`src/rtl/delimiter_token_splitter_top_macros.svh`:
```
// Assertion macros for the token splitter.
// Define NO_ASSERTIONS to compile them out; no other dependencies.
`ifndef DELIMITER_TOKEN_SPLITTER_TOP_MACROS_SVH
`define DELIMITER_TOKEN_SPLITTER_TOP_MACROS_SVH
`ifndef NO_ASSERTIONS
`define DTS_ASSERT_NOW(label, clk, rst_n, ante, cons) \
	label: assert property (@(posedge clk) disable iff (!rst_n) (ante) |-> (cons)) \
		else $error("token splitter assertion failed");
`define DTS_ASSERT_NEXT(label, clk, rst_n, ante, cons) \
	label: assert property (@(posedge clk) disable iff (!rst_n) (ante) |=> (cons)) \
		else $error("token splitter assertion failed");
`else
`define DTS_ASSERT_NOW(label, clk, rst_n, ante, cons)
`define DTS_ASSERT_NEXT(label, clk, rst_n, ante, cons)
`endif
`endif

```
`src/rtl/dts_pkg.sv`:
```
// Types, character codes and classifier functions for the token splitter.
// No dependencies.
package dts_pkg;

	localparam logic [7:0] CH_COLON  = 8'h3A;
	localparam logic [7:0] CH_EQUAL  = 8'h3D;
	localparam logic [7:0] CH_PLUS   = 8'h2B;
	localparam logic [7:0] CH_MINUS  = 8'h2D;
	localparam logic [7:0] CH_SEMI   = 8'h3B;
	localparam logic [7:0] CH_LPAREN = 8'h28;
	localparam logic [7:0] CH_RPAREN = 8'h29;
	localparam logic [7:0] CH_COMMA  = 8'h2C;
	localparam logic [7:0] CH_SPACE  = 8'h20;
	localparam logic [7:0] CH_NL     = 8'h0A;
	localparam logic [7:0] CH_TAB    = 8'h09;

	localparam int unsigned QUEUE_DEPTH = 4;
	localparam int unsigned QPTR_W      = 2;
	localparam int unsigned QCNT_W      = 3;

	typedef enum logic [2:0] {
		MODE_IDLE  = 3'b001,
		MODE_WORD  = 3'b010,
		MODE_COLON = 3'b100
	} scan_mode_t;

	typedef struct packed {
		logic [7:0] ch;
		logic       last;
	} result_t;

	function automatic logic is_space(input logic [7:0] c);
		return (c == CH_SPACE) || (c == CH_TAB) || (c == CH_NL);
	endfunction

	function automatic logic is_punct(input logic [7:0] c);
		return (c == CH_EQUAL) || (c == CH_PLUS) || (c == CH_MINUS) || (c == CH_SEMI) ||
			(c == CH_LPAREN) || (c == CH_RPAREN) || (c == CH_COMMA);
	endfunction

	function automatic logic is_letter(input logic [7:0] c);
		return ((c >= 8'h61) && (c <= 8'h7A)) || ((c >= 8'h41) && (c <= 8'h5A));
	endfunction

	function automatic logic is_digit(input logic [7:0] c);
		return (c >= 8'h30) && (c <= 8'h39);
	endfunction

endpackage

```
`src/rtl/delimiter_token_splitter_top.sv`:
```
// Delimiter token splitter: a character stream in, token characters out, one per transfer,
// each marked when it ends its token. Takes one character per cycle into an input register
// while not stalled; the scan step runs between that register and a four-entry result queue.
// A character that yields two results (a punctuator ending a word, or ':=') needs two output
// transfers, so a run of those is limited by the output side; otherwise the rate is
// one character per cycle while the output does not stall. The input stalls only while the
// queue has fewer than two free slots. A result is registered in the result queue before it
// is presented and can transfer at the next edge. Words are emitted one character behind the
// input, since only the next character tells where a word ends.
// Depends on dts_pkg and delimiter_token_splitter_top_macros.svh.
`include "delimiter_token_splitter_top_macros.svh"

module delimiter_token_splitter_top
	import dts_pkg::*;
(
	input  logic       clk,
	input  logic       arst_n,
	input  logic       in_valid,
	output logic       in_stall,
	input  logic [7:0] char_in,
	input  logic       end_of_input,
	output logic       out_valid,
	input  logic       out_stall,
	output logic [7:0] token_char,
	output logic       token_last
);

	logic              valid_s1;
	logic [7:0]        char_s1;
	logic              eoi_s1;
	scan_mode_t        mode_q, mode_d;
	logic [7:0]        held_q, held_d;
	result_t           queue_q [QUEUE_DEPTH];
	logic [QPTR_W-1:0] wr_ptr_q, rd_ptr_q;
	logic [QCNT_W-1:0] cnt_q;
	logic              proc;
	logic              pop;
	logic [1:0]        push_n;
	result_t           res0, res1;

	assign proc     = valid_s1 && (cnt_q <= QCNT_W'(QUEUE_DEPTH - 2));
	assign in_stall = valid_s1 && !proc;
	assign pop      = out_valid && !out_stall;

	always_ff @(posedge clk or negedge arst_n) begin
		if (!arst_n) begin
			valid_s1 <= 1'b0;
		end else if (!in_stall) begin
			valid_s1 <= in_valid;
		end
	end

	always_ff @(posedge clk) begin
		if (!in_stall && in_valid) begin
			char_s1 <= char_in;
			eoi_s1  <= end_of_input;
		end
	end

	always_comb begin
		push_n = 2'd0;
		res0   = '{ch: held_q, last: 1'b1};
		res1   = '{ch: char_s1, last: 1'b1};
		mode_d = mode_q;
		held_d = held_q;
		unique case (mode_q)
			MODE_WORD: begin
				push_n = 2'd1;
				if (eoi_s1 || is_space(char_s1)) begin
					mode_d = MODE_IDLE;
				end else if (is_punct(char_s1)) begin
					push_n = 2'd2;
					mode_d = MODE_IDLE;
				end else if (char_s1 == CH_COLON) begin
					mode_d = MODE_COLON;
				end else begin
					res0.last = 1'b0;
					held_d    = char_s1;
				end
			end
			MODE_COLON: begin
				push_n = 2'd1;
				res0   = '{ch: CH_COLON, last: 1'b1};
				mode_d = MODE_IDLE;
				if (!eoi_s1 && (char_s1 == CH_EQUAL)) begin
					push_n = 2'd2;
					res0   = '{ch: CH_COLON, last: 1'b0};
					res1   = '{ch: CH_EQUAL, last: 1'b1};
				end else if (!eoi_s1 && is_letter(char_s1)) begin
					held_d = char_s1;
					mode_d = MODE_WORD;
				end
			end
			default: begin
				mode_d = MODE_IDLE;
				if (eoi_s1 || is_space(char_s1)) begin
					push_n = 2'd0;
				end else if (char_s1 == CH_COLON) begin
					mode_d = MODE_COLON;
				end else if (is_letter(char_s1) || is_digit(char_s1)) begin
					held_d = char_s1;
					mode_d = MODE_WORD;
				end else begin
					push_n = 2'd1;
					res0   = '{ch: char_s1, last: 1'b1};
				end
			end
		endcase
		if (!proc) begin
			push_n = 2'd0;
			mode_d = mode_q;
			held_d = held_q;
		end
	end

	always_ff @(posedge clk or negedge arst_n) begin
		if (!arst_n) begin
			mode_q   <= MODE_IDLE;
			held_q   <= 8'd0;
			wr_ptr_q <= '0;
			rd_ptr_q <= '0;
			cnt_q    <= '0;
		end else begin
			mode_q   <= mode_d;
			held_q   <= held_d;
			wr_ptr_q <= wr_ptr_q + QPTR_W'(push_n);
			rd_ptr_q <= rd_ptr_q + QPTR_W'(pop);
			cnt_q    <= cnt_q + QCNT_W'(push_n) - QCNT_W'(pop);
		end
	end

	always_ff @(posedge clk) begin
		if (push_n != 2'd0) begin
			queue_q[wr_ptr_q] <= res0;
		end
		if (push_n == 2'd2) begin
			queue_q[wr_ptr_q + QPTR_W'(1)] <= res1;
		end
	end

	assign out_valid  = (cnt_q != '0);
	assign token_char = queue_q[rd_ptr_q].ch;
	assign token_last = queue_q[rd_ptr_q].last;

	`DTS_ASSERT_NOW(a_queue_bound, clk, arst_n, 1'b1, cnt_q <= QCNT_W'(QUEUE_DEPTH))
	`DTS_ASSERT_NOW(a_stall_only_held, clk, arst_n, in_stall, valid_s1 && (cnt_q > QCNT_W'(2)))
	`DTS_ASSERT_NEXT(a_eoi_to_idle, clk, arst_n, proc && eoi_s1, mode_q == MODE_IDLE)
	`DTS_ASSERT_NEXT(a_count_track, clk, arst_n, 1'b1,
		cnt_q == $past(cnt_q) + QCNT_W'($past(push_n)) - QCNT_W'($past(pop)))

endmodule

```
`config.mk`:
```
export PLATFORM = sky130hd
export DESIGN_NAME = delimiter_token_splitter_top
export DESIGN_NICKNAME = d
export VERILOG_FILES = /design/src/rtl/dts_pkg.sv /design/src/rtl/delimiter_token_splitter_top.sv
export VERILOG_INCLUDE_DIRS = /design/src /design/src/rtl
export SDC_FILE = /design/constraint.sdc
export NUM_CORES = 1
export LEC_CHECK = 0
export ABC_CLOCK_PERIOD_IN_PS = 6100
export BUFFER_PORTS_ARGS = -buffer_cell sky130_fd_sc_hd__clkbuf_2
export CORE_ASPECT_RATIO = 1.75
export CORE_MARGIN = 4
export CORE_UTILIZATION = 64
export DETAILED_ROUTE_END_ITERATION = 6
export GPL_TIMING_DRIVEN = 0
export PLACE_DENSITY = 0.84
export SYNTH_ARGS = -nofsm -noshare
export SYNTH_HDL_FRONTEND = slang
export SYNTH_SLANG_ARGS = --single-unit
```
`constraint.sdc`:
```
create_clock -name clk -period 6.1 [get_ports clk]
set_clock_uncertainty 0.15 [all_clocks]
set_input_delay 1.22 -clock clk [delete_from_list [all_inputs] [get_ports clk]]
set_output_delay 1.22 -clock clk [all_outputs]
set_load 0.02 [all_outputs]
```
==> flow_metrics.py, run 1 <==
metrics = {
    "run_status": {
        "status": "finished clean",
    },
    "yosys": {
        "ys_ff_latch": 64,
        "synthTopCellsByArea": "edfxtp_1 (36%), dfrtp_1 (13%), mux4_2 (6.0%)",
        "synth_commonest_cells": "edfxtp_1 (41), nand2_1 (33), nor2_1 (25), o21ai_0 (22), dfrtp_1 (18)",
        "synth_edf_count": 41,
        "yosysWarnings": 0,
        "syn_area_um2": 3400,
        "syn-num-nets": 313,
        "async_flop_share_pct": 29.7,
        "synth_area_per_cell_um2": 11.6,
        "synth_ff_type": "edfxtp_1",
        "ys_seq_area_share_pct": 52.6,
        "yosysMostFrequentCell": "edfxtp_1",
        "synth_top_area_share_pct": 36.2,
        "ys_types": 56,
        "netlist_instances": 294,
        "synth_largest_area_cell": "edfxtp_1",
    },
    "timing": {
        "hold_violations": 0,
        "tns_ps": 0,
        "period_share_pct": 60.3,
        "setup_viol": 0,
        "grt_setup_unrepaired": "false",
        "fin_crit_ps": 3680,
        "worstMarginPinSlew_ps": 827,
        "max_freq_mhz": 272,
        "relSlewSlack_pct": 44.4,
        "hold_slack_ps": 340,
        "drv_slew": 0,
    },
    "place": {
        "io_buffers": 23,
        "hpwl_um": 6020,
        "gp_routability_congestion": 1.01,
    },
    "finish": {
        "fin_nets": 347,
        "drive_gt1_share_pct": 19.8,
        "num-fill-cells": 377,
        "multi_input_area_um2": 1520,
        "synthToLayoutAreaGrowth_pct": 9.97,
        "n_antenna_cell": 0,
        "seq_area_um2": 1790,
    },
    "cts": {
        "cts_tree": "built",
        "root_buffer": "clkbuf_8",
        "clock_sinks": 64,
        "cts_inserted_buffers": 9,
        "postCtsSetupBuffers": 0,
        "clock_latency_ps": 350,
        "cts.clk_slew.worst_paths_ps": 70,
        "cts-resized-gates": 0,
        "ctsHoldBuffers": 0,
        "clock_path_buffers": 2,
        "htree_levels": 3,
    },
    "worst_setup_path": {
        "cp.arrival_ps": 3750,
        "rr_worst_depth": 14,
        "cp-end-kind": "register",
        "worstPathRequired_ps": 6170,
        "worstSetupStartpointType": "register",
        "crit_path_max_fanout": 9,
        "worstSetupPathType": "reg2reg",
    },
    "global_routing": {
        "grt_pass1_vias": 2754,
        "grt_pass1_wl_um": 13100,
        "grt_max_degree": 20,
        "antenna_found_initial": 0,
        "grtUsageTotal_pct": 26.1,
        "overflow": 0,
    },
    "detailed_routing": {
        "remaining_drc_errors": 0,
        "drt_pre_antenna_iters": 5,
        "ant_nets": 0,
        "post_drt_wl_per_cell_um": 20.3,
        "drt-initial-drc-count": 105,
        "finalWirelength_um": 7850,
        "vias_per_cell": 6.73,
        "num_vias": 2605,
    },
    "hold_path": {
        "hp-class": "reg2reg",
        "hold_path_depth": 2,
    },
    "power_and_ir_drop": {
        "power.leakage_nw": 1.43,
        "powerDensity_nw_per_um2": 434,
        "ir_drop_mv": 0.252,
    },
    "die": {
        "num_rows": 34,
        "io_pins": 24,
        "core-area_um2": 5060,
        "fp.dieH_um": 104,
        "die_x_um": 63.1,
        "die-area_um2": 6590,
        "start_util_pct": 67.2,
    },
    "run": {
        "cap_violations": 0,
    },
}
power breakdown:
group          leakage [nW]  total (W)  internal [W]  switching, W
clock network        0.0782   0.000298      0.000143      0.000154
registers             0.641   0.000668      0.000583     0.0000849
logic                 0.706   0.000659      0.000262      0.000397
layer usage:
layer | up-vias | part of all wire (%) | global-route usage [%] | routed length, um
met3 | 49 | 6.7 | 6.05 | 526
met4 | 0 | 6.6 | 20.1 | 521
met2 | 149 | 54 | 45.2 | 4250
li1 | 1196 | - | - | -
met1 | 1211 | 33 | 26.3 | 2560
met5 | - | 0 | 0 | 0
cell usage in the layout, fill, tap and decap left out, types with 5 or more instances in the layout:
cell,count
nor3_1,14
o21ai_0,22
a2bb2oi_1,6
nand2b_1,8
and2_1,6
a221o_1,5
clkbuf_8,9
edfxtp_1,41
mux4_2,9
nand2_1,33
nor2_1,25
a32o_1,6
ha_1,5
clkbuf_1,10
a32oi_1,6
inv_1,11
nor4_1,6
dfrtp_1,18
clkbuf_2,23
final cells by class:
class,instances,area share [%]
Sequential cell,64,47.8
Multi-Input combinational cell,208,40.6
Clock buffer,11,3.51
Timing Repair Buffer,23,3.08
Tap cell,54,1.81
Buffer,11,1.37
Inverter,11,1.10
Clock inverter,5,0.669
registers in the layout, indices dropped and copies added (netlist names), 2 cells and up:
register  flops
char_s1       8
cnt_q         3
queue_q      36
rd_ptr_q      2
held_q        8
wr_ptr_q      2
mode_q        3
worst paths after layout:
| kind | start | to | slack (ps) |
|---|---|---|---|
| max in group asynchronous | arst_n | mode_q[0] | 4750 |
| hold reg to reg | held_q[5] | held_q[5] | 340 |
| hold / removal | held_q[5] | held_q[5] | 340 |
| setup reg to reg | char_s1[1] | cnt_q[2] | 2420 |
| setup / recovery | char_s1[1] | cnt_q[2] | 2420 |
| min in group asynchronous | arst_n | held_q[1] | 680 |
through the flow:
stage	total power (W)	utilization, %	setup slack [ps]	cells	cell area [um2]
4_1_cts	0.00162	73.9	2450	387	3740
5_1_grt	0.00173	73.9	2240	387	3740
3_5_place_dp	0.00133	70.8	2530	371	3580
2_1_floorplan	0.00115	-	2970	294	3400
3_3_place_gp	0.00130	70.8	2590	371	3580
6_report	0.00162	73.9	2420	387	3740
cells by family (layout without fill, tap and decap cells):
logic type	count (synthesis)	after routing	synth area share (%)
compound gates	71	71	16.7
xor+xnor	6	6	1.55
fa+ha+maj	6	6	2.43
buf+inv	22	61	2.72
flops	64	64	52.6
mux	14	14	8.06
simple gates	111	111	16.0
critical path, cell delays in order, from the launching register on:
cell,delay [ps]
edfxtp_1,340
buf_2,180
nor4_1,510
a2bb2oi_1,200
a2bb2oi_1,420
a21oi_2,180
nor3_1,320
inv_1,90
ha_1,290
inv_1,50
ha_1,130
inv_1,40
fa_1,360
xor2_1,160
xnor2_1,130
Note: power is estimated with default switching activity, not from simulation.
==> run 2: changes to the inputs <==
--- a/config.mk
+++ b/config.mk
@@ -6,14 +6,14 @@
 export SDC_FILE = /design/constraint.sdc
 export NUM_CORES = 1
 export LEC_CHECK = 0
-export ABC_CLOCK_PERIOD_IN_PS = 6100
+export ABC_CLOCK_PERIOD_IN_PS = 3500
 export BUFFER_PORTS_ARGS = -buffer_cell sky130_fd_sc_hd__clkbuf_2
 export CORE_ASPECT_RATIO = 1.75
 export CORE_MARGIN = 4
-export CORE_UTILIZATION = 64
+export CORE_UTILIZATION = 60
 export DETAILED_ROUTE_END_ITERATION = 6
 export GPL_TIMING_DRIVEN = 0
-export PLACE_DENSITY = 0.84
+export PLACE_DENSITY = 0.79
 export SYNTH_ARGS = -nofsm -noshare
 export SYNTH_HDL_FRONTEND = slang
 export SYNTH_SLANG_ARGS = --single-unit
==> constraint.sdc (replaced) <==
create_clock -name clk -period 3.5 [get_ports clk]
set_clock_uncertainty 0.15 [all_clocks]
set_input_delay 0.7 -clock clk [delete_from_list [all_inputs] [get_ports clk]]
set_output_delay 0.7 -clock clk [all_outputs]
set_load 0.02 [all_outputs]
==> run 2 against run 1 <==
Effect of this change: critical path depth is 1 lower; clock-buffer cell count is 1 higher; sequential share of layout area is 2.2 points lower; setup slack worse by 2200 ps; via count is 0.31% higher; clock power is 130% higher; largest power group is now combinational cells; sequential power is 75% higher; first-iteration DRC count is 43% higher; core utilization is 3.1 points lower; flip-flop and latch count stayed put.
==> flow_metrics.py, run 2 (synthesized netlist as in run 1, its figures left out) <==
metrics = {
    "run_status": {
        "status": "finished clean",
    },
    "worst_setup_path": {
        "rr_worst_depth": 13,
        "regToRegEndpoint": "cnt_q[2]",
        "worstSetupPathType": "reg2reg",
        "timing.rr.start": "char_s1[2]",
        "cp.arrival_ps": 3390,
        "worstSetupStartpointType": "register",
        "crit_path_max_fanout": 6,
        "worstPathRequired_ps": 3580,
        "r2r_setup_slack_ps": 200,
        "cp-end-kind": "register",
    },
    "detailed_routing": {
        "vias_per_cell": 6.33,
        "drt_pre_antenna_iters": 5,
        "post_drt_wl_per_cell_um": 18.9,
        "remaining_drc_errors": 0,
        "finalWirelength_um": 7810,
        "num_vias": 2613,
        "drt-initial-drc-count": 150,
        "ant_nets": 0,
    },
    "global_routing": {
        "grt_pass1_vias": 2684,
        "grt_pass1_wl_um": 12900,
        "overflow": 0,
        "antenna_found_initial": 0,
        "grtUsageTotal_pct": 25.2,
        "grt_max_degree": 20,
    },
    "place": {
        "io_buffers": 23,
        "dpl_cell_area_um2": 3610,
        "gp_routability_congestion": 0.915,
        "numPlacedInstances": 393,
        "hpwl_um": 6010,
    },
    "run": {
        "cap_violations": 0,
    },
    "timing": {
        "period_share_pct": 94.4,
        "setup_viol": 0,
        "max_freq_mhz": 303,
        "grt_setup_unrepaired": "false",
        "fin_crit_ps": 3300,
        "worstMarginPinSlew_ps": 812,
        "relSlewSlack_pct": 45.4,
        "hold_slack_ps": 157,
        "hold_violations": 0,
        "drv_slew": 0,
    },
    "power_and_ir_drop": {
        "power.leakage_nw": 1.49,
        "totalPowerFinal_w": 0.00303,
        "powerDensity_nw_per_um2": 773,
        "ir_drop_mv": 0.472,
    },
    "finish": {
        "drive_gt1_share_pct": 24.0,
        "largest_register_ffs": 36,
        "fin_nets": 351,
        "n_antenna_cell": 0,
        "final_area_um2": 3920,
        "final-instance-count-excl-fill": 413,
        "final_cell_mix": "edfxtp_1 (41), nand2_1 (33), clkbuf_2 (25)",
        "synthToLayoutAreaGrowth_pct": 15.3,
        "largest_register": "queue_q",
        "num-fill-cells": 427,
        "final_common_cell": "edfxtp_1",
        "largestRegisters": "queue_q x36, char_s1 x8, held_q x8",
    },
    "cts": {
        "clock_sinks": 64,
        "cts_inserted_buffers": 9,
        "root_buffer": "clkbuf_8",
        "htree_levels": 3,
        "cts.clk_slew.worst_paths_ps": 70,
        "clock_path_buffers": 2,
        "cts_tree": "built",
        "clock_latency_ps": 350,
    },
    "die": {
        "die_x_um": 64.9,
        "io_pins": 24,
        "die-area_um2": 6980,
        "start_util_pct": 61.4,
        "fp.dieH_um": 108,
        "num_rows": 36,
        "core-area_um2": 5540,
    },
    "hold_path": {
        "hp-class": "in2async",
    },
}
[run 2: critical path, stage by stage, from the launching register on]
cell and delay (ps):
edfxtp_1 500, or4_4 600, o41ai_4 300, nor2_2 160, a21oi_4 220, nor3_2 90, inv_1 70, ha_1 220
inv_1 50, ha_1 130, inv_1 40, fa_1 360, xor2_1 160, xnor2_1 120
[run 2: where the power goes]
part	switching, W	internal, W
logic	0.000701	0.000476
clock network	0.000270	0.000417
registers	0.000152	0.00102
[run 2: worst max-delay path by stage]
| stage | from | endpoint | slack [ps] |
|---|---|---|---|
| floorplan | char_s1[2] | cnt_q[2] | 370 |
| global placement | char_s1[1] | cnt_q[2] | -170 |
| detailed placement | char_s1[1] | cnt_q[2] | -150 |
| CTS | char_s1[2] | cnt_q[2] | 60 |
| global route | char_s1[2] | cnt_q[2] | 40 |
| finish | char_s1[2] | cnt_q[2] | 200 |
[run 2: repair_timing]
item | 4_1_cts | 5_1_grt
endpoints found under the setup margin | 2 | 2
pin swaps | 0 | 2
hold buffers | 0 | 0
endpoints found under the hold margin | 0 | 0
buffers inserted | 0 | 4
gates resized for setup | 5 | 11
[run 2: through the flow]
step           util (%)  worst slack (ps)  setup TNS, ps
6_report           70.8               196              0
5_1_grt            70.8              35.1              0
4_1_cts            69.6              59.3              0
2_1_floorplan         -               373              0
3_5_place_dp       65.2              -146           -146
3_3_place_gp       65.2              -171           -197
[run 2: cell type report]
class	instances	area (um2)	area share, %
flip-flops and latches	64	1790	45.6
multi-input cells	208	1580	40.4
clock buffers	12	145	3.70
repair buffers	27	145	3.70
well taps	76	95.1	2.42
clock inverters	4	68.8	1.75
plain buffers	11	56.3	1.44
inverters	11	41.3	1.05
[run 2: layer usage]
metal | share of wire, % | wire length [um] | up-vias | track usage, %
li1 | - | - | 1205 | -
met1 | 33 | 2570 | 1233 | 24.2
met2 | 54 | 4220 | 122 | 44.8
met3 | 5.1 | 399 | 53 | 6.06
met4 | 7.9 | 616 | 0 | 19.5
met5 | 0 | 0 | - | 0
